$ cat src/design/b64e_pkg.sv
// ----------------------------------------------------------------------------
// b64e_pkg
// Shared types, constants and the character lookup for the base64 encoder.
// ----------------------------------------------------------------------------
package b64e_pkg;

  // pad character '='
  localparam logic [7:0] PAD_CHAR = 8'h3D;

  // alphabet anchors
  localparam logic [7:0] CHAR_UPPER_A = 8'h41;
  localparam logic [7:0] CHAR_LOWER_A = 8'h61;
  localparam logic [7:0] CHAR_ZERO    = 8'h30;
  localparam logic [7:0] CHAR_PLUS    = 8'h2B;
  localparam logic [7:0] CHAR_SLASH   = 8'h2F;

  // group queue depth between front and back
  localparam int unsigned QUEUE_DEPTH = 2;
  localparam int unsigned QPTR_W      = $clog2(QUEUE_DEPTH);
  localparam int unsigned QCNT_W      = $clog2(QUEUE_DEPTH + 1);

  // one encoded group: four sextets, number of real characters, message end
  typedef struct packed {
    logic [23:0] sext;
    logic [2:0]  num_chars;
    logic        fin;
  } group_t;

  // map a 6-bit value onto the standard alphabet
  function automatic logic [7:0] b64_char(input logic [5:0] v);
    logic [7:0] c;
    c = CHAR_SLASH;
    if (v < 6'd26) begin
      c = CHAR_UPPER_A + {2'b00, v};
    end else if (v < 6'd52) begin
      c = CHAR_LOWER_A + {2'b00, v} - 8'd26;
    end else if (v < 6'd62) begin
      c = CHAR_ZERO + {2'b00, v} - 8'd52;
    end else if (v == 6'd62) begin
      c = CHAR_PLUS;
    end
    return c;
  endfunction

endpackage

$ cat src/design/b64e_front.sv
// ----------------------------------------------------------------------------
// b64e_front
// Takes raw bytes, holds up to two pending bytes and emits one group entry
// per completed or final group of three.
// ----------------------------------------------------------------------------
module b64e_front import b64e_pkg::*; (
  input  logic       clk,
  input  logic       rst_n,
  input  logic       in_valid,
  output logic       in_stall,
  input  logic [7:0] in_data_byte,
  input  logic       in_is_final,
  input  logic       q_full,
  output logic       q_push,
  output group_t     q_data
);

  logic [1:0] cnt_r, cnt_nxt;
  logic [7:0] pend0_r, pend1_r;
  logic [1:0] cnt;
  logic       acc;
  logic       flush;
  logic [7:0] g0, g1, g2;

  // input transaction accepted whenever the queue has room
  assign in_stall = q_full;
  assign acc      = in_valid && !q_full;

  // count three never arises; treat it as two
  assign cnt   = (cnt_r == 2'd3) ? 2'd2 : cnt_r;
  assign flush = (cnt == 2'd2) || in_is_final;

  // assemble the group, missing bytes zero
  always_comb begin
    g0 = (cnt == 2'd0) ? in_data_byte : pend0_r;
    g1 = 8'h00;
    g2 = 8'h00;
    if (cnt == 2'd1) begin
      g1 = in_data_byte;
    end else if (cnt == 2'd2) begin
      g1 = pend1_r;
      g2 = in_data_byte;
    end
  end

  // split into sextets
  always_comb begin
    q_data.sext      = {g0[7:2], g0[1:0], g1[7:4], g1[3:0], g2[7:6], g2[5:0]};
    q_data.num_chars = {1'b0, cnt} + 3'd2;
    q_data.fin       = in_is_final;
  end

  assign q_push = acc && flush;

  // count update
  always_comb begin
    cnt_nxt = cnt_r;
    if (acc) begin
      cnt_nxt = flush ? 2'd0 : cnt + 2'd1;
    end
  end

  always_ff @(posedge clk) begin
    if (!rst_n) begin
      cnt_r <= 2'd0;
    end else begin
      cnt_r <= cnt_nxt;
    end
  end

  // pending byte storage
  always_ff @(posedge clk) begin
    if (acc && !flush) begin
      if (cnt == 2'd0) begin
        pend0_r <= in_data_byte;
      end else begin
        pend1_r <= in_data_byte;
      end
    end
  end

endmodule

$ cat src/design/b64e_queue.sv
// ----------------------------------------------------------------------------
// b64e_queue
// Short group queue that decouples the byte front from the character back.
// ----------------------------------------------------------------------------
module b64e_queue import b64e_pkg::*; (
  input  logic   clk,
  input  logic   rst_n,
  input  logic   push,
  input  group_t push_data,
  output logic   full,
  input  logic   pop,
  output logic   not_empty,
  output group_t head
);

  group_t             mem_r [QUEUE_DEPTH];
  logic [QPTR_W-1:0]  wr_ptr_r, wr_ptr_nxt;
  logic [QPTR_W-1:0]  rd_ptr_r, rd_ptr_nxt;
  logic [QCNT_W-1:0]  cnt_r, cnt_nxt;
  logic               do_push, do_pop;

  assign full      = (cnt_r == QCNT_W'(QUEUE_DEPTH));
  assign not_empty = (cnt_r != '0);
  assign do_push   = push && !full;
  assign do_pop    = pop && not_empty;
  assign head      = mem_r[rd_ptr_r];

  // pointer and count update
  always_comb begin
    wr_ptr_nxt = wr_ptr_r;
    rd_ptr_nxt = rd_ptr_r;
    cnt_nxt    = cnt_r;
    if (do_push) begin
      wr_ptr_nxt = (wr_ptr_r == QPTR_W'(QUEUE_DEPTH - 1)) ? '0 : wr_ptr_r + 1'b1;
    end
    if (do_pop) begin
      rd_ptr_nxt = (rd_ptr_r == QPTR_W'(QUEUE_DEPTH - 1)) ? '0 : rd_ptr_r + 1'b1;
    end
    if (do_push && !do_pop) begin
      cnt_nxt = cnt_r + 1'b1;
    end else if (do_pop && !do_push) begin
      cnt_nxt = cnt_r - 1'b1;
    end
  end

  always_ff @(posedge clk) begin
    if (!rst_n) begin
      wr_ptr_r <= '0;
      rd_ptr_r <= '0;
      cnt_r    <= '0;
    end else begin
      wr_ptr_r <= wr_ptr_nxt;
      rd_ptr_r <= rd_ptr_nxt;
      cnt_r    <= cnt_nxt;
    end
  end

  // entry storage
  always_ff @(posedge clk) begin
    if (do_push) begin
      mem_r[wr_ptr_r] <= push_data;
    end
  end

endmodule

$ cat src/design/b64e_back.sv
// ----------------------------------------------------------------------------
// b64e_back
// Walks head group into output register, one character per unstalled cycle.
// ----------------------------------------------------------------------------
module b64e_back import b64e_pkg::*; (
  input  logic       clk,
  input  logic       rst_n,
  input  logic       q_not_empty,
  input  group_t     q_head,
  output logic       q_pop,
  output logic       out_valid,
  input  logic       out_stall,
  output logic [7:0] out_char_code,
  output logic       out_end_of_text
);

  logic [1:0] idx_r, idx_nxt;
  logic       ovld_r, ovld_nxt;
  logic [7:0] ochar_r;
  logic       oend_r;
  logic       load;
  logic [5:0] sext;
  logic [7:0] ch;
  logic       last_ch;

  // output register free or being drained
  assign load = q_not_empty && (!ovld_r || !out_stall);

  // pick current sextet and character
  always_comb begin
    case (idx_r)
      2'd0:    sext = q_head.sext[23:18];
      2'd1:    sext = q_head.sext[17:12];
      2'd2:    sext = q_head.sext[11:6];
      default: sext = q_head.sext[5:0];
    endcase
    ch      = ({1'b0, idx_r} < q_head.num_chars) ? b64_char(sext) : PAD_CHAR;
    last_ch = (idx_r == 2'd3);
  end

  assign q_pop = load && last_ch;

  always_comb begin
    idx_nxt  = load ? idx_r + 2'd1 : idx_r;
    ovld_nxt = load || (ovld_r && out_stall);
  end

  always_ff @(posedge clk) begin
    if (!rst_n) begin
      idx_r  <= 2'd0;
      ovld_r <= 1'b0;
    end else begin
      idx_r  <= idx_nxt;
      ovld_r <= ovld_nxt;
    end
  end

  // output payload
  always_ff @(posedge clk) begin
    if (load) begin
      ochar_r <= ch;
      oend_r  <= q_head.fin && last_ch;
    end
  end

  assign out_valid       = ovld_r;
  assign out_char_code   = ochar_r;
  assign out_end_of_text = oend_r;

endmodule

$ cat src/design/base64_encoder.sv
// ----------------------------------------------------------------------------
// base64_encoder
// Streaming base64 encoder, standard alphabet with '=' padding.
// ----------------------------------------------------------------------------
// Bytes enter one per transaction with a final flag on the last byte of a
// message; every third byte, or the final byte, yields four characters, the
// last character of a message flagged by out_end_of_text. The front never
// waits on the output except when the two-entry group queue is full, so it
// takes new bytes while the back is still writing out earlier groups. The
// back side writes one character per cycle into the output register while
// out_stall is low. A completed group is written into a queue entry, and
// its first character then into the output register.
// ----------------------------------------------------------------------------
module base64_encoder import b64e_pkg::*; (
  input  logic       clk,
  input  logic       rst_n,
  input  logic       in_valid,
  output logic       in_stall,
  input  logic [7:0] in_data_byte,
  input  logic       in_is_final,
  output logic       out_valid,
  input  logic       out_stall,
  output logic [7:0] out_char_code,
  output logic       out_end_of_text
);

  group_t push_data;
  group_t head;
  logic   push, full, pop, not_empty;

  // byte intake and grouping
  b64e_front u_front (
    .clk          (clk),
    .rst_n        (rst_n),
    .in_valid     (in_valid),
    .in_stall     (in_stall),
    .in_data_byte (in_data_byte),
    .in_is_final  (in_is_final),
    .q_full       (full),
    .q_push       (push),
    .q_data       (push_data)
  );

  // group queue
  b64e_queue u_queue (
    .clk       (clk),
    .rst_n     (rst_n),
    .push      (push),
    .push_data (push_data),
    .full      (full),
    .pop       (pop),
    .not_empty (not_empty),
    .head      (head)
  );

  // character output
  b64e_back u_back (
    .clk             (clk),
    .rst_n           (rst_n),
    .q_not_empty     (not_empty),
    .q_head          (head),
    .q_pop           (pop),
    .out_valid       (out_valid),
    .out_stall       (out_stall),
    .out_char_code   (out_char_code),
    .out_end_of_text (out_end_of_text)
  );

endmodule
$ cat config.mk
export PLATFORM = sky130hd
export DESIGN_NAME = base64_encoder
export DESIGN_NICKNAME = d
export VERILOG_FILES = /design/src/design/b64e_pkg.sv /design/src/design/b64e_front.sv /design/src/design/b64e_queue.sv /design/src/design/b64e_back.sv /design/src/design/base64_encoder.sv
export SDC_FILE = /design/constraint.sdc
export NUM_CORES = 1
export LEC_CHECK = 0
export ABC_AREA = 1
export BUFFER_PORTS_ARGS = -buffer_cell sky130_fd_sc_hd__buf_2
export CAP_MARGIN = 20
export CORE_MARGIN = 3
export CORE_UTILIZATION = 55
export DETAILED_ROUTE_END_ITERATION = 10
export PLACE_DENSITY = 0.73
export SETUP_SLACK_MARGIN = 0.5
export SLEW_MARGIN = 20
export SYNTH_ARGS = -nofsm -noshare
export SYNTH_HDL_FRONTEND = slang
export SYNTH_HIERARCHICAL = 1
export SYNTH_SLANG_ARGS = --single-unit
export TNS_END_PERCENT = 5
$ cat constraint.sdc
create_clock -name clk -period 3.4 [get_ports clk]
set_clock_uncertainty 0.05 [all_clocks]
set_input_delay 0.68 -clock clk [delete_from_list [all_inputs] [get_ports clk]]
set_output_delay 0.68 -clock clk [all_outputs]
set_load 0.005 [all_outputs]
Word level (Yosys, flattened, before mapping)
Memories as Yosys holds them, arrays and structs flattened. A register that Yosys moved wholly into a read port is not among the register bits. Index checks and enable logic that the tools add are counted.

Bits in writable memories: 56. Flip-flop bits (word level): 34. Memories kept: 1.

Eq/ne operators: 8. Bitwise operators: 1. Muxes and demuxes: 20. Magnitude comparators: 4. Reduce and logical (&&, ||, !) cells: 25. $add $sub $neg: 12.

Memories: u_queue.mem_r (words 2, width 28, read ports 1, clocked after Yosys merged registers in 1, write ports 1, RTL line b64e_queue.sv:16) `group_t mem_r [QUEUE_DEPTH];`.

Operators by type and width (count): $mux 8 (8); $pmux 6 s3 (1); $add 7x6->8 const A (2); $lt 6x6->1 const B (2); $logic_and 1x1->1 (11); $eq 2x2->1 const B (5); $mux 2 (4); $sub 8x5->8 const B (1); $sub 8x6->8 const B (1); $add 6x6->7 const A (1); $add 2x1->2 const B (3); $eq 6x6->1 const B (1); $logic_not 1->1 (6); $lt 6x5->1 const B (1); $mux 1 (6); $eq 2x1->1 const B (2); $logic_not 2->1 (2); $reduce_bool 2->1 (2); $add 2x2->3 const B (1); $logic_or 1x1->1 (3); $lt 2x3->1 (1); $mux 3 (1); $add 1x1->1 const B (2); $reduce_and 2->1 (1); 2 further kinds (2).

Longest topological paths before layout
Gate-level depths: netlist (run 1).

Word-level depth: 10. Depth in mapped cells: 16. Mapped depth without buffers: 15.

Hierarchy
The synthesis (run 1) kept the hierarchy.

Modules (own cells, without submodules): b64e_queue (cells an instance 124, instances 1, area each 2368.5 um^2); b64e_back (cells an instance 163, instances 1, area each 1126.1 um^2); b64e_front (cells an instance 102, instances 1, area each 903.4 um^2).

Worst setup path before layout (run 1)
OpenSTA, ideal clock, no wires.

Path kind: input to register. Start point: in in_is_final. End point: mem u_queue/mem_r[1][0] (netlist bit), enable pin. Data required time: 2.937 ns. Buffers on the path: 0. Path slack: 0.795 ns. Stages on the path: 4. Arrival time: 2.142 ns. Cell sequence: nor2_1 -> nor2_1 -> o21ai_2 -> nor2_1.

Longest elaborated chain between the ends: 5.

RTL lines: start, declared (RTL line base64_encoder.sv:20) `input logic in_is_final,`; $logic_or 1x1->1 (RTL line b64e_front.sv:31) `assign flush = (cnt == 2'd2) || in_is_final;`; $logic_and 1x1->1 (RTL line b64e_front.sv:53) `assign q_push = acc && flush;`; named net push (RTL line base64_encoder.sv:29) `logic push, full, pop, not_empty;`; $logic_and 1x1->1 (RTL line b64e_queue.sv:24) `assign do_push = push && !full;`; $mux 1 (RTL line b64e_queue.sv:60) `if (do_push) begin`; $mux 1 (implied by the code) (RTL line b64e_queue.sv:61) `mem_r[wr_ptr_r] <= push_data;`; end, declared (RTL line b64e_queue.sv:16).

The timed path passes the listed nets, and every way through them passes these cells.

==> metrics.txt, run 1 <==
Synthesized Nets=just over 400; GR Util met2=28.5%; largest family of logic cells by synthesized area=simple AND/OR/NAND/NOR gates; Critical Path End Type=flip-flop; number of post-CTS setup repair buffers=0; sequential area share after synthesis=59.9%; Final period util=71.7%; final core utilization=between 60% and 70%; chip width=95.4 microns; RSZ-0062 raised after global routing=no; DRC Markers=0; outcome=complete, no violations; Multi-input gate area=~0.0015 sq mm; GRT met3 Usage=under 10%; xor and xnor area share after synthesis=0.199%; CP Class=flip-flop to flip-flop; First-pass DRT Iterations=4; met1 GRT Util=about a quarter; n_diodes=0; CTS Buf Count=9; post-synth top area share=between 50 and 60%; cell taking the most area after synthesis=edfxtp_1; die area=~0.0091 sq mm; vias in the first global route=between 2000 and 3000; GRT overflow=0; share of cells above drive strength 1=22.9%; Final min period=2.44 ns; Max-Cap Viols=0; CP Launch Type=flip-flop; Critical Path AT=approximately 2.5 ns; max incr delay on CP=0.39 ns; Hold Path Class=flip-flop to flip-flop; top-count cell post-synth=nand2_1; Min-Delay Startpoint=u_queue/rd_ptr_r; Worst Hold End=u_queue/rd_ptr_r; # IOs=24; reg2reg end=u_back/out_char_code[2]; Tot GR Track Use=18.5%; first-pass GRT wire length=roughly 13000 microns; count of cell types in the netlist=31; Max Fclk=~0.41 GHz; Fin Setup TNS=0 ns; Leak=~2 nW; Synth Area in Adders=about 2.6%; Final Wtd Congestion=a little under 1; number of buffers added on ports=23; pwr/cell area=526 mW/mm^2; WP data required=around 3.5 ns; Crit Path Max Fanout=21; initial core utilization=between 50% and 60%; layer with the highest usage=met2; number of synthesized flops with an enable pin=81; Sink Count=91; setup slack, reg-to-reg=between 0.9 and 1 ns; peak supply drop=351 uV; maximum clock path buffer count=2; CTS H-tree lvls=3; post-synthesis register bit count=91; FILL cells=589; clock root buffer=clkbuf_8; Clk pin slew, worst setup/hold paths=roughly 0.080 ns; Core Area=roughly 0.0075 sq mm; nets=between 400 and 500; Reg area=roughly 0.0026 sq mm; Synth area leaders=edfxtp_1 55%, nand2_1 7.6%, mux2_4 6.8%, dfxtp_1 4.6%, inv_1 3.8%; Slew Viols, Final=0; setup violators final=0; die height=around 95 microns; Worst path slowest cell=mux2_2; post-synthesis simple-gate area fraction=between 15 and 20%; post-synthesis compound-gate area fraction=under 10%; Yosys warning count=6; ANT nets after route=0; Vias=between 2000 and 3000; area grow syn2layout=7.57%; hold path depth=2; synthesized instance count=between 300 and 400; HPWL Detailed=about 5400 microns; reg2reg path depth=11; Site Rows=31; # hold bufs at CTS=0; first-iteration detailed-routing DRC count=196; initial antenna violation count=0; vias per cell=between 5 and 6; Final Hold Vio Count=0; Post-synth top flop=edfxtp_1; worst skew pair latency=approximately 0.36 ns; Routed WL per cell=between 10 and 15 microns; Final Routed Wirelength=about 7400 microns; Post-synth top cells=89 x nand2_1, 81 x edfxtp_1, 45 x inv_1; Syn Area/Cell=between 10 and 15 sq um; post-synthesis mux area share=roughly 9%; largest net degree at the start of global routing=29; Cell Area, Synth=about 0.0044 sq mm; CP cell instances=buf_4 -> mux2_2 -> nand2_1 -> nand2_2 -> o21ai_2 -> inv_1 -> ha_1 -> inv_1 -> xor2_1 -> o21ai_0 -> nand2_1; fraction of registers with async set/reset=0%; post-CTS resize count=0; TritonCTS clock tree=built
worst max-delay path by stage:
stage / from / endpoint / slack [ns] / cells past startpoint
after floorplan: in_is_final / u_queue/mem_r[1][0] / 0.79 / 4
after global placement: flip-flop / u_back/out_char_code[2] / 1.02 / 11
after detailed placement: flip-flop / u_back/out_char_code[2] / 0.96 / 11
after CTS: flip-flop / u_back/out_char_code[2] / 0.96 / 11
after global routing: flip-flop / u_back/out_char_code[2] / 0.79 / 11
final: flip-flop / u_back/out_char_code[2] / 0.96 / 11
logic make-up after synthesis:
kind of cell,after synthesis
multiplexers,28
flip-flops,91
other,1
AND/OR/NAND/NOR,160
AO/OA/AOI/OAI,39
buffers and inverters,60
XOR/XNOR,1
adder cells (fa/ha/maj),9
stage by stage:
step | hold WS [ns] | instance area, sq um | setup WS [ns] | power (W) | instances
floorplan | 0.417 | 4400 | 0.795 | 0.00175 | 389
detailed placement | 0.441 | 4560 | 0.960 | 0.00188 | 506
global placement | 0.427 | 4560 | 1.02 | 0.00187 | 506
global route | 0.462 | 4730 | 0.793 | 0.00264 | 522
CTS | 0.462 | 4730 | 0.955 | 0.00251 | 522
finish | 0.458 | 4730 | 0.963 | 0.00249 | 522
per-layer routing:
layer | share of wire (%) | wire [microns]
met5 | 0 | 0
met4 | 1.6 | 120
met3 | 3.9 | 289
met2 | 47 | 3530
met1 | 47 | 3490
report_power, final:
part	internal [W]	leakage [nW]	total (W)	switching, W
sequential	0.00131	0.840	0.00134	0.0000247
clock	0.000266	0.0845	0.000638	0.000371
combinational	0.000186	1.07	0.000517	0.000330
cells in the final DEF (no fill, tap or decap), types with 8 or more instances in the layout:
cell type	instances
a21oi_1	15
nor2_1	36
mux2_2	8
nand3_1	15
edfxtp_1	81
ha_1	9
o21ai_0	15
nand2_1	89
mux2_4	20
inv_1	45
clkbuf_8	9
buf_2	23
dfxtp_1	10
worst max-delay path: cells and delay by family, from the launching register on:
family	cells	cell delay [ns]
xor gates and xnor gates	1	0.06
DFF	1	0.33
muxes	1	0.39
AOI/OAI and AO/OA	2	0.39
adders and majority gates	1	0.23
buffers and inverters	3	0.55
and+or+nand+nor	3	0.18
flip-flops by register name (all words and copies together) (netlist names), named ones only:
signal                  cells
u_queue/mem_r              56
u_back/out_char_code        8
u_front/pend0_r             8
u_front/pend1_r             8
u_back/idx_r                2
u_front/cnt_r               2
u_queue/cnt_r               2
u_back/out_end_of_text      1
u_back/out_valid            1
u_queue/rd_ptr_r            1
u_queue/wr_ptr_r            1
final cells by class:
type	instances	area share [%]
multi-input combinational	238	31.0
clock buffer	10	2.70
sequential	91	55.6
inverter	50	4.02
timing repair buffer	28	3.23
tap	99	2.62
clock inverter	6	0.820
Note: power is estimated with default switching activity, not from simulation.
==> run 2, diff against run 1 <==
--- a/config.mk
+++ b/config.mk
@@ -5,7 +5,7 @@
 export SDC_FILE = /design/constraint.sdc
 export NUM_CORES = 1
 export LEC_CHECK = 0
-export ABC_AREA = 1
+export ABC_AREA = 0
 export BUFFER_PORTS_ARGS = -buffer_cell sky130_fd_sc_hd__buf_2
 export CAP_MARGIN = 20
 export CORE_MARGIN = 3
==> constraint.sdc (replaced) <==
create_clock -name clk -period 2.4 [get_ports clk]
set_clock_uncertainty 0.05 [all_clocks]
set_input_delay 0.48 -clock clk [delete_from_list [all_inputs] [get_ports clk]]
set_output_delay 0.48 -clock clk [all_outputs]
set_load 0.005 [all_outputs]
==> run 2 against run 1 <==
  * Sequential cell count unchanged
  * Critical endpoint is now u_back/out_char_code[1]
  * The run now ends with setup timing left
  * Routed wire length up 10%
  * Clock power up 76%
  * Worst setup slack worse by 1.0 ns
  * Area after synthesis down 6.1%
==> metrics.txt, run 2 <==
Post-synth top cells=81 x edfxtp_1, 38 x mux2_2, 14 x and2_1, 14 x inv_1 (was 89 x nand2_1, 81 x edfxtp_1, 45 x inv_1); Critical Path AT=2.63 ns (was 2.50 ns); most common cell after layout, fill and taps aside=edfxtp_1 (was nand2_1); clock share of power=27.1% (was 25.6%); Final Routed Wirelength=8190 microns (was 7430 microns); pwr/cell area=797 mW/mm^2 (was 526 mW/mm^2); Synth area leaders=edfxtp_1 59%, mux2_2 10%, dfxtp_1 4.8%, ha_1 2.7%, and2_1 2.1% (was edfxtp_1 55%, nand2_1 7.6%, mux2_4 6.8%, dfxtp_1 4.6%, inv_1 3.8%); CP cell instances=buf_12 -> mux2_2 -> a222oi_1 -> buf_4 -> mux2_4 -> a21oi_1 -> buf_4 -> mux2_4 -> a211oi_2 (was buf_4 -> mux2_2 -> nand2_1 -> nand2_2 -> o21ai_2 -> inv_1 -> ha_1 -> inv_1 -> xor2_1 -> o21ai_0 -> nand2_1); first-pass GRT wire length=13500 microns (was 12500 microns); CP Class=flip-flop to flip-flop (unchanged); TritonCTS clock tree=built (unchanged); initial core utilization=58.8% (was 58.7%); sequential area share after synthesis=63.7% (was 59.9%); Worst path slowest cell=dfxtp_4 (was mux2_2); Vias=2623 (was 2732); pre-CTS setup slack=-0.140 ns (was 0.960 ns); fraction of registers with async set/reset=0% (unchanged); CP Launch Type=flip-flop (unchanged); Final period util=104% (was 71.7%); number of flip-flops in the largest register=56 (unchanged); RSZ-0062 raised after global routing=yes (was no); Max Fclk=0.402 GHz (was 0.410 GHz); CTS Buf Count=9 (unchanged); most frequent cells in the layout=81 x edfxtp_1, 48 x buf_4, 30 x mux2_2, 23 x buf_2 (was 89 x nand2_1, 81 x edfxtp_1, 45 x inv_1, 36 x nor2_1, 23 x buf_2); vias in the first global route=2683 (was 2531); WP data required=2.54 ns (was 3.46 ns); n_diodes=0 (unchanged); # hold bufs at CTS=0 (unchanged); Synthesized Nets=305 (was 411); share of cells above drive strength 1=46.7% (was 22.9%); Hold WS=0.305 ns (was 0.458 ns); First-pass DRT Iterations=4 (unchanged); GRT overflow=0 (unchanged); violated checks=setup timing; Hold Path Class=input pin to flip-flop (was flip-flop to flip-flop); Crit Path Max Fanout=5 (was 21); switching share of power=26.7% (was 29.2%); max incr delay on CP=0.43 ns (was 0.39 ns); vias per cell=5.70 (was 5.23); Critical Path End Type=flip-flop (unchanged); cell taking the most area after synthesis=edfxtp_1 (unchanged); reg2reg path depth=9 (was 11); Leak=1.96 nW (was 1.99 nW); Slew Viols, Final=0 (unchanged); Sink Count=91 (unchanged); maximum clock path buffer count=2 (unchanged); largest net degree at the start of global routing=30 (was 29); Comb power frac=26.8% (was 20.7%); post-synthesis register bit count=91 (unchanged); worst skew pair latency=0.35 ns (was 0.36 ns); area grow syn2layout=25.7% (was 7.57%); # IOs=24 (unchanged); die area=0.00858 sq mm (was 0.00910 sq mm); Final WS setup=-0.0851 ns (was 0.963 ns); number of synthesized flops with an enable pin=81 (unchanged); setup violators final=5 (was 0); Final min period=2.49 ns (was 2.44 ns); dpl cells=435 (was 506); Post-synth top flop=edfxtp_1 (unchanged); Biggest register=u_queue/mem_r (unchanged); hold path depth=1 (was 2); nets=381 (was 440); synthesized instance count=283 (was 389); clock root buffer=clkbuf_8 (unchanged); kind of cell adding the most delay to the critical path=multiplexers (was buffers and inverters); Site Rows=30 (was 31); DRC Markers=0 (unchanged); CTS H-tree lvls=3 (unchanged); CP Buf/Inv Count=3 (unchanged); number of buffers added on ports=23 (unchanged); Final Hold Vio Count=0 (unchanged); Routed WL per cell=17.8 microns (was 14.2 microns); chip width=92.7 microns (was 95.4 microns); FILL cells=452 (was 589); ANT nets after route=0 (unchanged); Yosys warning count=6 (unchanged); die height=92.7 microns (was 95.4 microns); Final Wtd Congestion=0.913 (was 0.983); Clk pin slew, worst setup/hold paths=0.09 ns (was 0.08 ns); CP Depth=9 (was 11); initial antenna violation count=0 (unchanged); Max-Cap Viols=0 (unchanged); first-iteration detailed-routing DRC count=154 (was 196); peak supply drop=507 uV (was 351 uV); Internal=0.00303 W (was 0.00176 W); Finished Layout Cells=460 (was 522); power share of the sequential group=46.0% (was 53.6%); Psw=0.00110 W (was 0.000727 W); HPWL Detailed=5450 microns (was 5410 microns); post-synth top area share=58.9% (was 55.3%); outcome=finished with violations (was complete, no violations); top-count cell post-synth=edfxtp_1 (was nand2_1); count of cell types in the netlist=53 (was 31); Cell Area, Synth=0.00413 sq mm (was 0.00440 sq mm); Core Area=0.00702 sq mm (was 0.00749 sq mm); Min-Delay Startpoint=in_data_byte[2] (was u_queue/rd_ptr_r); Tot GR Track Use=20.5% (was 18.5%); Syn Area/Cell=14.6 sq um (was 11.3 sq um)
-- run 2: power by group through the flow --
stage / sequential, W / combinational, W / clock (W)
finish: 0.00190 / 0.00111 / 0.00112
global route: 0.00192 / 0.00121 / 0.00121
CTS: 0.00190 / 0.00103 / 0.00114
detailed placement: 0.00194 / 0.000934 / 0
global placement: 0.00193 / 0.000929 / 0
floorplan: 0.00194 / 0.000532 / 0
-- run 2: repair_timing --
| action | 4_1_cts | 5_1_grt |
|---|---|---|
| cloned | 2 | 0 |
| setup buffers | 7 | 0 |
| endpoints found under the setup margin | 8 | 47 |
| gates resized for setup | 24 | 19 |
| pin swaps | 12 | 9 |
-- run 2: path summary, 6_finish.rpt --
check                                          endpoint  slack (ns)
worst max-delay path            u_back/out_char_code[1]       -0.09
worst min-delay path                 u_front/pend1_r[2]        0.30
worst min register to register         u_front/cnt_r[0]        0.52
worst max register to register  u_back/out_char_code[1]       -0.09
-- run 2: cell families after synthesis --
kind of cell / synth area share [%]
compound gates: 8.85
xor+xnor: 1.06
fa+ha+maj: 2.73
buf+inv: 3.15
flops: 63.7
mux: 12.6
other cells: 0.0908
simple gates: 7.82
-- run 2: metrics by stage --
stage	TNS [ns]	power, W	area [sq um]	util [%]
finish	-0.266	0.00414	5190	73.9
global route	-1.10	0.00433	5190	73.9
CTS	-0.278	0.00407	5100	72.7
detailed placement	-0.696	0.00287	4680	66.7
global placement	-0.513	0.00286	4680	66.7
floorplan	0	0.00247	4190	-
-- run 2: cell type report --
| type | instances | area (sq um) | share of cell area [%] |
|---|---|---|---|
| flip-flops and latches | 91 | 2640 | 50.9 |
| multi-input cells | 165 | 1560 | 30.1 |
| repair buffers | 76 | 582 | 11.2 |
| clock buffers | 9 | 124 | 2.39 |
| well taps | 96 | 120 | 2.31 |
| clock inverters | 7 | 91.3 | 1.76 |
| inverters | 16 | 65.1 | 1.25 |
-- run 2: layer usage --
| layer | up-vias | GRT usage (%) | wire [microns] |
|---|---|---|---|
| met5 | - | 0 | 0 |
| met4 | 0 | 6.72 | 114 |
| met3 | 10 | 3.74 | 384 |
| met2 | 70 | 34.9 | 4230 |
| met1 | 1306 | 26.6 | 3470 |
| li1 | 1237 | - | - |
-- run 2: worst register-to-register path, delay by kind of cell, from the launching register on --
family / cells / cell delay [ns]
muxes: 3 / 0.78
AOI/OAI and AO/OA: 3 / 0.60
buffers and inverters: 3 / 0.47
DFF: 1 / 0.43
